===== src/hw/rtl/ghash_pkg.sv =====
package ghash_pkg;

  // Block and digit geometry
  localparam int BLOCK_W   = 128;
  localparam int HALF_W    = BLOCK_W / 2;
  localparam int DIGIT_W   = 32;
  localparam int STEPS     = BLOCK_W / DIGIT_W;
  localparam int STEP_W    = $clog2(STEPS);
  localparam int BYTES     = BLOCK_W / 8;
  localparam int COUNT_W   = 5;
  localparam int PROD_W    = BLOCK_W + DIGIT_W - 1;
  localparam int OVF_W     = DIGIT_W - 1;

  // Queue between front and back
  localparam int QUEUE_DEPTH = 2;
  localparam int QPTR_W      = $clog2(QUEUE_DEPTH);

  // Configuration register indexes
  localparam int CFG_INDEX_W = 2;
  localparam int CFG_DATA_W  = 64;

  typedef enum logic [CFG_INDEX_W-1:0] {
    REG_KEY_HIGH   = 2'd0,
    REG_KEY_LOW    = 2'd1,
    REG_START_HIGH = 2'd2,
    REG_START_LOW  = 2'd3
  } cfg_reg_t;

  // One classified request as it waits in the queue
  typedef struct packed {
    logic [BLOCK_W-1:0] block;
    logic               restart;
    logic               absorb;
  } ghash_item_t;

  // Multiply by x^32 in the reflected GCM field: shift right, fold the
  // shifted-out bits back with x^128 = x^7 + x^2 + x + 1.
  function automatic logic [BLOCK_W-1:0] gf_mul_x32(input logic [BLOCK_W-1:0] v);
    logic [BLOCK_W-1:0] w;
    w = {v[DIGIT_W-1:0], {(BLOCK_W-DIGIT_W){1'b0}}};
    return (v >> DIGIT_W) ^ w ^ (w >> 1) ^ (w >> 2) ^ (w >> 7);
  endfunction

  // Multiply V by a 32-bit digit (first GCM bit in the digit's MSB), reduced.
  function automatic logic [BLOCK_W-1:0] gf_mul_digit(input logic [DIGIT_W-1:0] d,
                                                      input logic [BLOCK_W-1:0] v);
    logic [PROD_W-1:0]  p;
    logic [PROD_W-1:0]  e;
    logic [OVF_W-1:0]   o;
    logic [BLOCK_W-1:0] w;
    p = '0;
    e = {v, {OVF_W{1'b0}}};
    for (int i = 0; i < DIGIT_W; i++) begin
      if (d[DIGIT_W-1-i]) begin
        p = p ^ (e >> i);
      end
    end
    o = p[OVF_W-1:0];
    w = {o, {(BLOCK_W-OVF_W){1'b0}}};
    return p[PROD_W-1:OVF_W] ^ w ^ (w >> 1) ^ (w >> 2) ^ (w >> 7);
  endfunction

endpackage


===== src/hw/rtl/ghash_queue.sv =====
module ghash_queue
  import ghash_pkg::*;
(
  input  logic        clk,
  input  logic        rst,
  input  logic        push,
  input  ghash_item_t wr_item,
  output logic        full,
  input  logic        pop,
  output ghash_item_t rd_item,
  output logic        nonempty
);

  ghash_item_t       entries [QUEUE_DEPTH];
  logic [QPTR_W-1:0] wr_ptr;
  logic [QPTR_W-1:0] rd_ptr;
  logic [QPTR_W:0]   count;

  assign full     = (count == (QPTR_W+1)'(QUEUE_DEPTH));
  assign nonempty = (count != '0);
  assign rd_item  = entries[rd_ptr];

  // Advance pointers and occupancy
  always_ff @(posedge clk) begin
    if (rst) begin
      wr_ptr <= '0;
      rd_ptr <= '0;
      count  <= '0;
    end else begin
      if (push) begin
        wr_ptr <= (wr_ptr == QPTR_W'(QUEUE_DEPTH-1)) ? '0 : wr_ptr + 1'b1;
      end
      if (pop) begin
        rd_ptr <= (rd_ptr == QPTR_W'(QUEUE_DEPTH-1)) ? '0 : rd_ptr + 1'b1;
      end
      if (push && !pop) begin
        count <= count + 1'b1;
      end else if (pop && !push) begin
        count <= count - 1'b1;
      end
    end
  end

  // Store the entry
  always_ff @(posedge clk) begin
    if (push) begin
      entries[wr_ptr] <= wr_item;
    end
  end

endmodule


===== config.mk =====
export PLATFORM = sky130hd
export DESIGN_NAME = ghash_queue
export DESIGN_NICKNAME = d
export VERILOG_FILES = /design/src/hw/rtl/ghash_pkg.sv /design/src/hw/rtl/ghash_queue.sv
export SDC_FILE = /design/constraint.sdc
export NUM_CORES = 1
export LEC_CHECK = 0
export BUFFER_PORTS_ARGS = -buffer_cell sky130_fd_sc_hd__buf_2
export CAP_MARGIN = 10
export CORE_MARGIN = 1
export CORE_UTILIZATION = 25
export CTS_CLUSTER_DIAMETER = 40
export DETAILED_ROUTE_END_ITERATION = 10
export PLACE_DENSITY_LB_ADDON = 0.25
export REMOVE_ABC_BUFFERS = 1
export SYNTH_ARGS = -nofsm -noshare
export SYNTH_HDL_FRONTEND = slang
export SYNTH_SLANG_ARGS = --single-unit

===== constraint.sdc =====
create_clock -name clk -period 9.5 [get_ports clk]
set_input_delay 2.375 -clock clk [delete_from_list [all_inputs] [get_ports clk]]
set_output_delay 2.375 -clock clk [all_outputs]
set_load 0.01 [all_outputs]

==> results.cfg <==
[logic_synthesis]
synthTopCellsByArea = edfxtp_1 (81%), mux2_2 (15%), buf_6 (1.2%)
synth_top_area_share_pct = 81.2
synth.most_common_cell = edfxtp_1
synth-edff-count = 260
synth_area_leader_cell = edfxtp_1
synth_cells = 426
syn_area_per_cell_um2 = 22.6
yosysSeqAreaShare_pct = 82.2
yosys_warnings = 0
synth_ff_type = edfxtp_1
postSynth.asyncResetShare_pct = 0
syn_area_mm2 = 0.00961
ys_ff_latch = 265
synth_top_cells_by_count = edfxtp_1 (260), mux2_2 (130), buf_6 (10)
yosysUniqueCellTypes = 17

[clocking]
htree_levels = 2
clock_sinks = 265
clk_path_buf_depth = 3
clkTransAtPathRegs_ps = 50
cts_tree = built
post_cts_resize_count = 0
cts_setup_buffers = 0
cts-root-buf = clkbuf_16
cts_inserted_buffers = 43
insertion_delay_ps = 540
postCtsHoldBufs = 0

[pwr]
vdd_ir_drop_max_uv = 143
power_density_mw_per_mm2 = 251
cellLeakagePower_nw = 4.81
total_power_w = 0.00325

[timing]
fin_setup_tns_ps = 0
fin_crit_sh_pct = 56.5
hold_viol = 0
worst_hold_slack_ps = 495
fmax_mhz = 186
rsz0062_at_grt = false
slew-limit-headroom_pct = 29.7
setup_violations = 0
tightest_slew_ps = 1050
final_max_slew_viol_count = 0
period_needed_ps = 5360
fin_skew_ps = 15.6

[run]
maxCapViolCount = 0

[global_route]
antenna_found_initial = 4
track_usage_pct = 10.6
grt_pass1_wl_mm = 30.5
grt_max_degree = 68
grt-ovfl-total = 0
grt_pass1_vias = 5382

[detailed_routing]
drtIter0Drc = 170
viasPerCell = 3.95
dr.pass1.iters = 4
drt-total-wl_mm = 20.9
wire_per_inst_um = 16.4
drc_errors = 0
drt.antenna.violating_nets = 0
vias = 5025

[setup_path]
crit_family = flip-flops
crit_buf_inv = 2
crit_type = register to output pin
path_max_fanout = 66
crit_slowest_cell = dfxtp_4
end_kind = output pin
cp.required_ps = 7130
start_kind = register
cp_cell_sequence = buf_4 -> mux2_2 -> buf_2
cp.arrival_ps = 2990
slowest_delay_ps = 970

[placed_design]
place_congestion = 0.667
numPortBuffers = 265
dp_hpwl_mm = 12.9

[layout]
fin_util_pct = 34.4
drive_above_1_share_pct = 62.1
nets = 861
synthToLayoutAreaGrowth_pct = 34.9

[floorplanning]
initial_core_util_pct = 25.5
core_area_mm2 = 0.0378
chipWidth_um = 198
dieArea_mm2 = 0.0392
row_count = 71
dieHeight_um = 198
io_pins = 266

[run_status]
status = completed

[min_path]
hp-class = register to register
==> power by group <==
part	leakage [nW]	switching (W)	internal, W
Clock	0.720	0.000536	0.00105
Combinational	1.61	0.000139	0.000126
Sequential	2.48	0.0000274	0.00137
==> flip-flops by register name (all words and copies together), names as in the netlist, named ones only <==
name / cells
entries: 260
count: 2
rd_ptr: 1
wr_ptr: 1
==> kinds of logic (layout without fill, tap and decap cells) <==
family / Yosys count / count (layout) / synth area share [%]
AOI/OAI and AO/OA: 2 / 2 / 0.104
xor gates and xnor gates: 4 / 4 / 0.364
buffers and inverters: 15 / 348 / 1.44
muxes: 130 / 130 / 15.2
and+or+nand+nor: 9 / 9 / 0.482
other: 0 / 1 / 0
DFF: 265 / 265 / 82.2
adders and majority gates: 1 / 1 / 0.130
==> cell type report <==
type	count	area (um2)
Antenna cell	1	2.50
Clock buffer	47	1100
Clock inverter	31	380
Fill cell	3660	24800
Inverter	1	3.75
Multi-Input combinational cell	146	1580
Sequential cell	265	7910
Tap cell	511	639
Timing Repair Buffer	269	1360
==> path summary, 6_finish.rpt <==
check                 from             end  slack, ps  cells past startpoint
setup / recovery  register     rd_item[94]       4140                      3
hold / removal    count[1]        count[1]        490                      2
setup reg to reg    wr_ptr  entries[1][90]       6870                      2
hold reg to reg   count[1]        count[1]        490                      2
==> layer usage <==
| metal | vias up | wire [um] | track usage (%) |
|---|---|---|---|
| li1 | 2317 | - | - |
| met1 | 2467 | 8280 | 11.5 |
| met2 | 189 | 10200 | 17.5 |
| met3 | 46 | 1730 | 4.34 |
| met4 | 6 | 631 | 5.46 |
| met5 | - | 44 | 0 |
==> worst min-delay path, delay by kind of cell (launching register included) <==
kind / cells / cell delay (ps)
AO/OA/AOI/OAI: 2 / 130
flip-flops: 1 / 320
==> metrics by stage <==
stage,setup slack [ps],area [um2],instances
2_1_floorplan,855,9480,412
3_3_place_gp,4540,11500,1192
3_5_place_dp,4570,11500,1192
4_1_cts,3960,13000,1270
5_1_grt,3850,13000,1270
6_report,4140,13000,1271
==> placed cells by master, fill, tap and decap left out, drive strengths merged <==
| cell | count |
|---|---|
| xnor2 | 2 |
| or3 | 1 |
| and2 | 1 |
| buf | 269 |
| edfxtp | 260 |
| o21ai | 1 |
| clkinvlp | 3 |
| a21oi | 1 |
| clkbuf | 47 |
| xor2 | 2 |
| bufinv | 8 |
| diode | 1 |
| dfxtp | 5 |
| nor2b | 2 |
| inv | 7 |
| ha | 1 |
| nor2 | 4 |
| clkinv | 14 |
| or2 | 1 |
| mux2 | 130 |
(Power assumes the default switching activity.)
