==> config.mk <==
export PLATFORM = sky130hd
export DESIGN_NAME = ghash_front
export DESIGN_NICKNAME = d
export VERILOG_FILES = /design/src/hw/rtl/ghash_pkg.sv /design/src/hw/rtl/ghash_front.sv
export SDC_FILE = /design/constraint.sdc
export NUM_CORES = 1
export LEC_CHECK = 0
export ABC_AREA = 1
export BUFFER_PORTS_ARGS = -buffer_cell sky130_fd_sc_hd__clkbuf_2
export CORE_AREA = 2 2 103 105
export DETAILED_ROUTE_END_ITERATION = 6
export DIE_AREA = 0 0 105 107
export PLACE_DENSITY = 0.45
export SYNTH_ARGS = -nofsm -noshare
export SYNTH_HDL_FRONTEND = slang
export SYNTH_SLANG_ARGS = --single-unit
==> constraint.sdc <==
create_clock -name vclk -period 1.5
set_clock_uncertainty 0.15 [all_clocks]
set_input_delay 0.225 -clock vclk [all_inputs]
set_output_delay 0.225 -clock vclk [all_outputs]
set_load 0.03 [all_outputs]
==> src/hw/rtl/ghash_pkg.sv <==
package ghash_pkg;

  // Block and digit geometry
  localparam int BLOCK_W   = 128;
  localparam int HALF_W    = BLOCK_W / 2;
  localparam int DIGIT_W   = 32;
  localparam int STEPS     = BLOCK_W / DIGIT_W;
  localparam int STEP_W    = $clog2(STEPS);
  localparam int BYTES     = BLOCK_W / 8;
  localparam int COUNT_W   = 5;
  localparam int PROD_W    = BLOCK_W + DIGIT_W - 1;
  localparam int OVF_W     = DIGIT_W - 1;

  // Queue between front and back
  localparam int QUEUE_DEPTH = 2;
  localparam int QPTR_W      = $clog2(QUEUE_DEPTH);

  // Configuration register indexes
  localparam int CFG_INDEX_W = 2;
  localparam int CFG_DATA_W  = 64;

  typedef enum logic [CFG_INDEX_W-1:0] {
    REG_KEY_HIGH   = 2'd0,
    REG_KEY_LOW    = 2'd1,
    REG_START_HIGH = 2'd2,
    REG_START_LOW  = 2'd3
  } cfg_reg_t;

  // One classified request as it waits in the queue
  typedef struct packed {
    logic [BLOCK_W-1:0] block;
    logic               restart;
    logic               absorb;
  } ghash_item_t;

  // Multiply by x^32 in the reflected GCM field: shift right, fold the
  // shifted-out bits back with x^128 = x^7 + x^2 + x + 1.
  function automatic logic [BLOCK_W-1:0] gf_mul_x32(input logic [BLOCK_W-1:0] v);
    logic [BLOCK_W-1:0] w;
    w = {v[DIGIT_W-1:0], {(BLOCK_W-DIGIT_W){1'b0}}};
    return (v >> DIGIT_W) ^ w ^ (w >> 1) ^ (w >> 2) ^ (w >> 7);
  endfunction

  // Multiply V by a 32-bit digit (first GCM bit in the digit's MSB), reduced.
  function automatic logic [BLOCK_W-1:0] gf_mul_digit(input logic [DIGIT_W-1:0] d,
                                                      input logic [BLOCK_W-1:0] v);
    logic [PROD_W-1:0]  p;
    logic [PROD_W-1:0]  e;
    logic [OVF_W-1:0]   o;
    logic [BLOCK_W-1:0] w;
    p = '0;
    e = {v, {OVF_W{1'b0}}};
    for (int i = 0; i < DIGIT_W; i++) begin
      if (d[DIGIT_W-1-i]) begin
        p = p ^ (e >> i);
      end
    end
    o = p[OVF_W-1:0];
    w = {o, {(BLOCK_W-OVF_W){1'b0}}};
    return p[PROD_W-1:OVF_W] ^ w ^ (w >> 1) ^ (w >> 2) ^ (w >> 7);
  endfunction

endpackage

==> src/hw/rtl/ghash_front.sv <==
module ghash_front
  import ghash_pkg::*;
(
  input  logic                 in_valid,
  output logic                 in_ready,
  input  logic [HALF_W-1:0]    block_high,
  input  logic [HALF_W-1:0]    block_low,
  input  logic [COUNT_W-1:0]   byte_count,
  input  logic                 restart,
  input  logic                 q_full,
  output logic                 q_push,
  output ghash_item_t          q_item
);

  logic [COUNT_W-1:0] count_sat;
  logic [BLOCK_W-1:0] keep;

  // Saturate the count and build the byte mask
  always_comb begin
    count_sat = (byte_count > COUNT_W'(BYTES)) ? COUNT_W'(BYTES) : byte_count;
    for (int b = 0; b < BYTES; b++) begin
      keep[BLOCK_W-1-8*b -: 8] = (COUNT_W'(b) < count_sat) ? 8'hff : 8'h00;
    end
  end

  // Classify the request and push it when the queue has room
  assign in_ready        = !q_full;
  assign q_push          = in_valid && !q_full;
  assign q_item.block    = {block_high, block_low} & keep;
  assign q_item.restart  = restart;
  assign q_item.absorb   = (count_sat != '0);

endmodule

==> qor.yml, run 1 <==
status: "finished with violations"
violations: "negative setup slack"
finalPower_uw: 1660
worst_setup_path_start_kind: "input port"
num_io_pins: 268
grt_pass1_wl_mm: 10.7
place_congestion: 0.736
track_usage: 0.113
antennaDiodeCount: 0
std_cell_rows: 37
nFillCells: 1015
ys_seq_area_frac: 0
synth_adder_area_share: 0
setup_viol: 88
fp.dieH_um: 107
clock.fmax_ghz: 0.611
peakVddDrop_uv: 168
post_drt_wl_per_cell_um: 10.8
vias: 2681
crit_arrival_ns: 1.26
synth_mux_area_frac: 0
antenna_found_initial: 0
yosys-top-cells-count: "137 x inv_1, 100 x nor2_1, 38 x nand2_1"
regArea_um2: 0
dieWidth_um: 105
powerDensity_nw_per_um2: 412
avgSynthCellArea_um2: 4.10
synth_cells: 298
synth.distinct_cells: 19
firstDrtPassIters: 4
yosysTopAreaCell: "inv_1"
yosysMostFrequentCell: "inv_1"
setup_slack_ns: -0.136
rsz0062_at_grt: "yes"
seq_cells: 0
p_leak_uw: 0.00263
wirelength_mm: 7.82
grt_max_degree: 10
synth_xor_area_frac: 0
hold_depth: 0
grt_pass1_vias: 2431
worst-setup-path-type: "input port to primary output"
ant_nets: 0
syn_area_um2: 1220
synth_area_leaders: "inv_1 42%, nor2_1 31%, nand2_1 12%, o21bai_4 1.5%, nand3_4 1.4%"
synth_nets: 434
yosysWarnings: 0
overflow: 0
drv_slew: 0
hold_violations: 0
fp.coreArea_um2: 10100
nets: 727
worstPathRequired_ns: 1.12
min_from: "restart"
worstMarginPinSlew_ns: 0.272
fin_area_um2: 4030
worstSetupEndpointType: "primary output"
multiInputGateArea_um2: 1070
synth_compound_area_frac: 0.0563
drv_cap: 0
num-clock-buffers: 0
fin_crit_sh: 1.09
hold_path.class: "input port to primary output"
yosys.area_share.simple: 0.490
io_buffers: 266
post_drt_via_cell_ratio: 3.70
dieArea_um2: 11200
drc: 0
slew_headroom: 0.818
post-route-min-period_ns: 1.64
area_delta_synth_final_pct: 230
drive_above_1_share: 0.674
place_area_um2: 2890
synth_top_area_share: 0.421
critPathMaxFanout: 8
hold_end: "q_item[1]"
drtIter0Drc: 88
initial_utilization: 0.121
hpwl_mm: 6.03
synth_top_family_by_area: "simple AND/OR/NAND/NOR gates"
-- layer usage --
| metal | GRT usage | vias to the layer above | wire [um] | share of wire |
|---|---|---|---|---|
| met5 | 0 | - | 0 | 0 |
| met4 | 0.00476 | 0 | 72 | 0.0092 |
| met3 | 0.0182 | 4 | 669 | 0.086 |
| met2 | 0.253 | 156 | 4480 | 0.57 |
| met1 | 0.111 | 1169 | 2600 | 0.33 |
| li1 | - | 1352 | - | - |
-- where the power goes --
group / total (uW) / switching (uW) / internal (uW)
Sequential: 0 / 0 / 0
Combinational: 1660 / 958 / 705
Clock: 0 / 0 / 0
Total: 1660 / 958 / 705
-- area by class of cell --
type                            instances  share of cell area
Multi-Input combinational cell        156               0.266
Inverter                              138               0.130
Tap cell                              136              0.0422
Timing Repair Buffer                  295               0.562
-- logic make-up after synthesis --
group,after synthesis
compound gates,6
simple gates,149
buf+inv,143
-- worst max-delay path: stages --
cell,delay [ns]
clkbuf_16,0.14
buf_6,0.12
a21oi_4,0.16
o21ai_4,0.13
nor2_4,0.14
buf_12,0.15
nor2_2,0.04
clkbuf_8,0.15
-- through the flow --
stage / utilization / setup slack (ns) / hold slack [ns] / std cells / setup TNS [ns]
final: 0.400 / -0.136 / 0.300 / 725 / -6.04
after global routing: 0.400 / -0.188 / 0.300 / 725 / -11.01
after CTS: 0.342 / -0.112 / 0.300 / 721 / -4.63
after detailed placement: 0.286 / -0.241 / 0.300 / 719 / -11.60
after global placement: 0.286 / -0.189 / 0.300 / 719 / -11.49
after floorplan: - / -0.0737 / 0.410 / 298 / -2.85
-- placed cells by master, fill, tap and decap left out --
| cell type | n |
|---|---|
| a21oi_4 | 1 |
| buf_12 | 7 |
| buf_2 | 5 |
| buf_4 | 17 |
| buf_6 | 44 |
| buf_8 | 14 |
| clkbuf_16 | 1 |
| clkbuf_2 | 170 |
| clkbuf_4 | 19 |
| clkbuf_8 | 18 |
| clkinvlp_4 | 1 |
| inv_1 | 118 |
| inv_2 | 18 |
| inv_4 | 1 |
| nand2_1 | 16 |
| nand2_2 | 13 |
| nand2_4 | 11 |
| nand3_2 | 2 |
| nand3_4 | 2 |
| nand4_1 | 2 |
| nor2_1 | 54 |
| nor2_2 | 22 |
| nor2_4 | 27 |
| nor3_1 | 1 |
| o21ai_1 | 1 |
| o21ai_4 | 2 |
| o21bai_4 | 2 |
-- worst max-delay path by stage --
stage | start | end | slack [ns] | cells after the start
floorplan | byte_count[2] | q_item[42] | -0.07 | 5
global placement | byte_count[1] | q_item[31] | -0.19 | 6
detailed placement | byte_count[1] | q_item[33] | -0.24 | 6
CTS | byte_count[4] | q_item[63] | -0.11 | 7
global route | byte_count[4] | q_item[111] | -0.19 | 8
finish | byte_count[4] | q_item[64] | -0.14 | 8
-- repair_timing --
action,4_1_cts,5_1_grt
hold buffers,0,0
gates cloned,1,0
resized for setup,153,219
pin swaps,9,17
setup endpoints to repair,102,112
setup buffers,1,5
No activity file was read; power rests on OpenSTA's default activity.
==> run 2: changes to the inputs <==
--- a/config.mk
+++ b/config.mk
@@ -5,12 +5,11 @@
 export SDC_FILE = /design/constraint.sdc
 export NUM_CORES = 1
 export LEC_CHECK = 0
-export ABC_AREA = 1
 export BUFFER_PORTS_ARGS = -buffer_cell sky130_fd_sc_hd__clkbuf_2
 export CORE_AREA = 2 2 103 105
 export DETAILED_ROUTE_END_ITERATION = 6
 export DIE_AREA = 0 0 105 107
-export PLACE_DENSITY = 0.45
+export PLACE_DENSITY = 0.43
 export SYNTH_ARGS = -nofsm -noshare
 export SYNTH_HDL_FRONTEND = slang
 export SYNTH_SLANG_ARGS = --single-unit
==> qor.yml, run 2 <==
status: "finished with violations"
violations: "negative setup slack"
seq_cells: 0
post_drt_wl_per_cell_um: 14.0
num-clock-buffers: 0
setup_viol: 103
drc: 0
overflow: 0
wirelength_mm: 8.17
finalPower_uw: 1660
multiInputGateArea_um2: 1420
worstSetupEndpointType: "primary output"
grt_max_degree: 25
synth.distinct_cells: 25
nets: 587
rsz0062_at_grt: "yes"
worst-setup-path-type: "input port to primary output"
peakVddDrop_uv: 164
fin_util: 0.401
antennaDiodeCount: 0
post_drt_via_cell_ratio: 3.98
synth_area_leaders: "nor2b_1 33%, a21boi_0 23%, and2_1 9.4%, and3_1 9.4%, and2b_1 5.6%"
layout_common_cells: "148 x clkbuf_2, 52 x buf_6, 50 x buf_4"
critPathMaxFanout: 24
fin_crit_sh: 1.08
fp.dieH_um: 107
setup_tns_ns: -7.84
holdBufCountCts: 0
initial_utilization: 0.106
synth_cells: 159
setup_slack_ns: -0.119
io_buffers: 266
std_cell_rows: 37
crit_arrival_ns: 1.24
firstDrtPassIters: 4
worstPathRequired_ns: 1.12
fp.coreArea_um2: 10100
p_leak_uw: 0.00211
synth_nets: 295
drv_cap: 0
slew_headroom: 0.736
regArea_um2: 0
drv_slew: 0
worstMarginPinSlew_ns: 0.396
nFillCells: 1049
final_common_cell: "clkbuf_2"
dieArea_um2: 11200
vias: 2328
area_delta_synth_final_pct: 280
yosysTopAreaCell: "nor2b_1"
post-route-min-period_ns: 1.62
avgSynthCellArea_um2: 6.70
antenna_found_initial: 0
num_io_pins: 268
hold_path.class: "input port to primary output"
clock.fmax_ghz: 0.618
dieWidth_um: 105
ant_nets: 0
synth_top_area_share: 0.335
grt_pass1_wl_mm: 11.6
yosys-top-cells-count: "57 x nor2b_1, 32 x a21boi_0, 16 x and2_1, 16 x and3_1, 8 x and2b_1"
worst_setup_path_start_kind: "input port"
ys_seq_area_frac: 0
place_congestion: 0.739
pre_cts_ws_ns: -0.318
syn_area_um2: 1060
grt_pass1_vias: 2296
drive_above_1_share: 0.871
powerDensity_nw_per_um2: 410
yosysMostFrequentCell: "nor2b_1"
hold_violations: 0
hpwl_mm: 6.41
yosysWarnings: 0
track_usage: 0.125
drtIter0Drc: 60
[run 2: cell types whose count changed after synthesis, moves of 32 or more]
cell,before,now
inv_1,137,2
nor2_1,100,2
nand2_1,38,1
nor2b_1,0,57
a21boi_0,0,32
[run 2: timing repair]
item	4_1_cts	5_1_grt
endpoints found under the hold margin	0	0
setup endpoints to repair	121	129
gates resized for setup	195	208
pin swaps	31	23
setup buffers	11	4
gates cloned	3	0
[run 2: logic make-up (layout without fill, tap and decap cells)]
group           Yosys count  count (layout)  share of synthesized area
buf+inv                  13             303                     0.0564
compound gates           42              42                      0.316
simple gates            104             104                      0.628
[run 2: worst max-delay path, cell delays in order]
cell and delay, ns:
clkbuf_16 0.14, or2_2 0.44, and3_1 0.25, clkbuf_2 0.18
[run 2: final cells by class]
cell class	count	share of cell area
Timing Repair Buffer	300	0.604
Timing Repair inverter	1	0.00185
Inverter	2	0.00278
Multi-Input combinational cell	146	0.349
Tap cell	136	0.0420
[run 2: final timing paths]
check,from,endpoint,cells past startpoint
setup / recovery,byte_count[3],q_item[45],4
hold / removal,restart,q_item[1],0
[run 2: report_power, final]
| group | internal, uW | switching (uW) | leakage [uW] |
|---|---|---|---|
| Clock | 0 | 0 | 0 |
| Combinational | 802 | 859 | 0.00211 |
| Sequential | 0 | 0 | 0 |
[run 2: stage by stage]
step | std cells | hold slack (ns) | area (um2)
after floorplan | 159 | 0.410 | 1230
after global placement | 569 | 0.300 | 2840
after detailed placement | 569 | 0.300 | 2840
after CTS | 583 | 0.300 | 3650
after global routing | 585 | 0.300 | 4050
final | 585 | 0.300 | 4050
[run 2: per-layer routing]
| layer | track usage | up-vias | wire [um] |
|---|---|---|---|
| met5 | 0 | - | 0 |
| met4 | 0.00190 | 0 | 11 |
| met3 | 0.0219 | 2 | 690 |
| met2 | 0.279 | 144 | 4840 |
| met1 | 0.123 | 1062 | 2630 |
| li1 | - | 1120 | - |
==> run 3: changes to the inputs <==
--- a/config.mk
+++ b/config.mk
@@ -9,7 +9,9 @@
 export CORE_AREA = 2 2 103 105
 export DETAILED_ROUTE_END_ITERATION = 6
 export DIE_AREA = 0 0 105 107
+export GPL_TIMING_DRIVEN = 0
 export PLACE_DENSITY = 0.43
+export SKIP_LAST_GASP = 1
 export SYNTH_ARGS = -nofsm -noshare
 export SYNTH_HDL_FRONTEND = slang
 export SYNTH_SLANG_ARGS = --single-unit
==> qor.yml, run 3 (same netlist as run 2, synthesis figures left out) <==
cpMaxStageDelayCell: "or4_4"
setup_slack_ns: -0.174
seq_cells: 0
drive_above_1_share: 0.868
drv_slew: 0
setup_viol: 82
worst-setup-path-type: "input port to primary output"
io_buffers: 267
hold_path.class: "input port to primary output"
drtIter0Drc: 96
overflow: 0
place_area_um2: 2740
cp_cell_sequence: "clkbuf_16, or4_4, and3_4, clkbuf_8"
drc: 0
area_delta_synth_final_pct: 326
ant_nets: 0
holdBufCountCts: 0
rsz0062_at_grt: "yes"
worstMarginPinSlew_ns: 0.324
fp.dieH_um: 107
num-clock-buffers: 0
peakVddDrop_uv: 140
fin_util: 0.450
grt_pass1_wl_mm: 12.2
nets: 600
fp.coreArea_um2: 10100
std_cell_rows: 37
layout_common_cells: "140 x clkbuf_2, 61 x buf_6, 46 x buf_4"
firstDrtPassIters: 2
max_stage_delay_ns: 0.60
crit_family: "simple AND/OR/NAND/NOR gates"
path_buf_inv: 2
post_drt_wl_per_cell_um: 14.1
crit_arrival_ns: 1.30
violations: "negative setup slack"
multiInputGateArea_um2: 1520
fin_cells: 598
nFillCells: 983
fin_area_um2: 4540
track_usage: 0.132
num_io_pins: 268
grt_max_degree: 11
dieWidth_um: 105
regArea_um2: 0
pre_cts_ws_ns: -0.543
worstPathRequired_ns: 1.12
powerDensity_nw_per_um2: 402
status: "finished with violations"
hpwl_mm: 6.28
initial_utilization: 0.106
clock.fmax_ghz: 0.597
place_congestion: 0.719
fin_crit_sh: 1.12
dpl.cell_count: 562
post_drt_via_cell_ratio: 4.04
dieArea_um2: 11200
hold_violations: 0
antenna_found_initial: 0
vias: 2414
worst_setup_path_start_kind: "input port"
critPathMaxFanout: 8
wirelength_mm: 8.44
slew_headroom: 0.783
crit_cells: 4
antennaDiodeCount: 0
post-route-min-period_ns: 1.67
worstSetupEndpointType: "primary output"
final_common_cell: "clkbuf_2"
grt_pass1_vias: 2403
p_leak_uw: 0.00233
drv_cap: 0
hold_depth: 2
-- run 3: cell count changes in the layout (fill, tap and decap cells not counted), sizes merged --
cell / before / now
buf: 131 / 146
clkbuf: 169 / 168
clkinvlp: 2 / 1
-- run 3: per-stage QoR --
stage | TNS [ns] | hold slack, ns | power (uW)
after floorplan | -5.83 | 0.410 | 775
after detailed placement | -48.40 | 0.571 | 1210
final | -6.25 | 0.571 | 1830
after global placement | -44.35 | 0.563 | 1210
after global routing | -9.74 | 0.575 | 1910
after CTS | -10.05 | 0.571 | 1610
-- run 3: layout make-up --
class | instances | share of cell area
timing repair buffer | 304 | 0.587
multi-input combinational | 146 | 0.336
tap | 136 | 0.0375
buffer | 10 | 0.0372
inverter | 2 | 0.00248
-- run 3: power breakdown --
| part | switching [uW] | internal (uW) | total [uW] |
|---|---|---|---|
| combinational | 903 | 923 | 1830 |
| sequential | 0 | 0 | 0 |
| clock | 0 | 0 | 0 |
| total | 903 | 923 | 1830 |
-- run 3: worst paths after layout --
check / slack [ns] / from / end
worst min-delay path: 0.57 / restart / q_item[1]
worst max-delay path: -0.17 / byte_count[0] / q_item[59]
-- run 3: timing repair --
| action | in CTS | in global routing |
|---|---|---|
| gates resized for setup | 242 | 230 |
| setup buffers | 23 | 11 |
| endpoints found under the setup margin | 129 | 127 |
| cloned | 6 | 0 |
| pin swaps | 37 | 28 |
-- run 3: per-layer routing --
layer | routed length (um) | part of all wire | vias to the layer above | track usage
met4 | 31 | 0.0037 | 0 | 0
met1 | 2770 | 0.33 | 1115 | 0.136
li1 | - | - | 1151 | -
met2 | 4960 | 0.59 | 146 | 0.287
met5 | 0 | 0 | - | 0
met3 | 680 | 0.081 | 2 | 0.0249
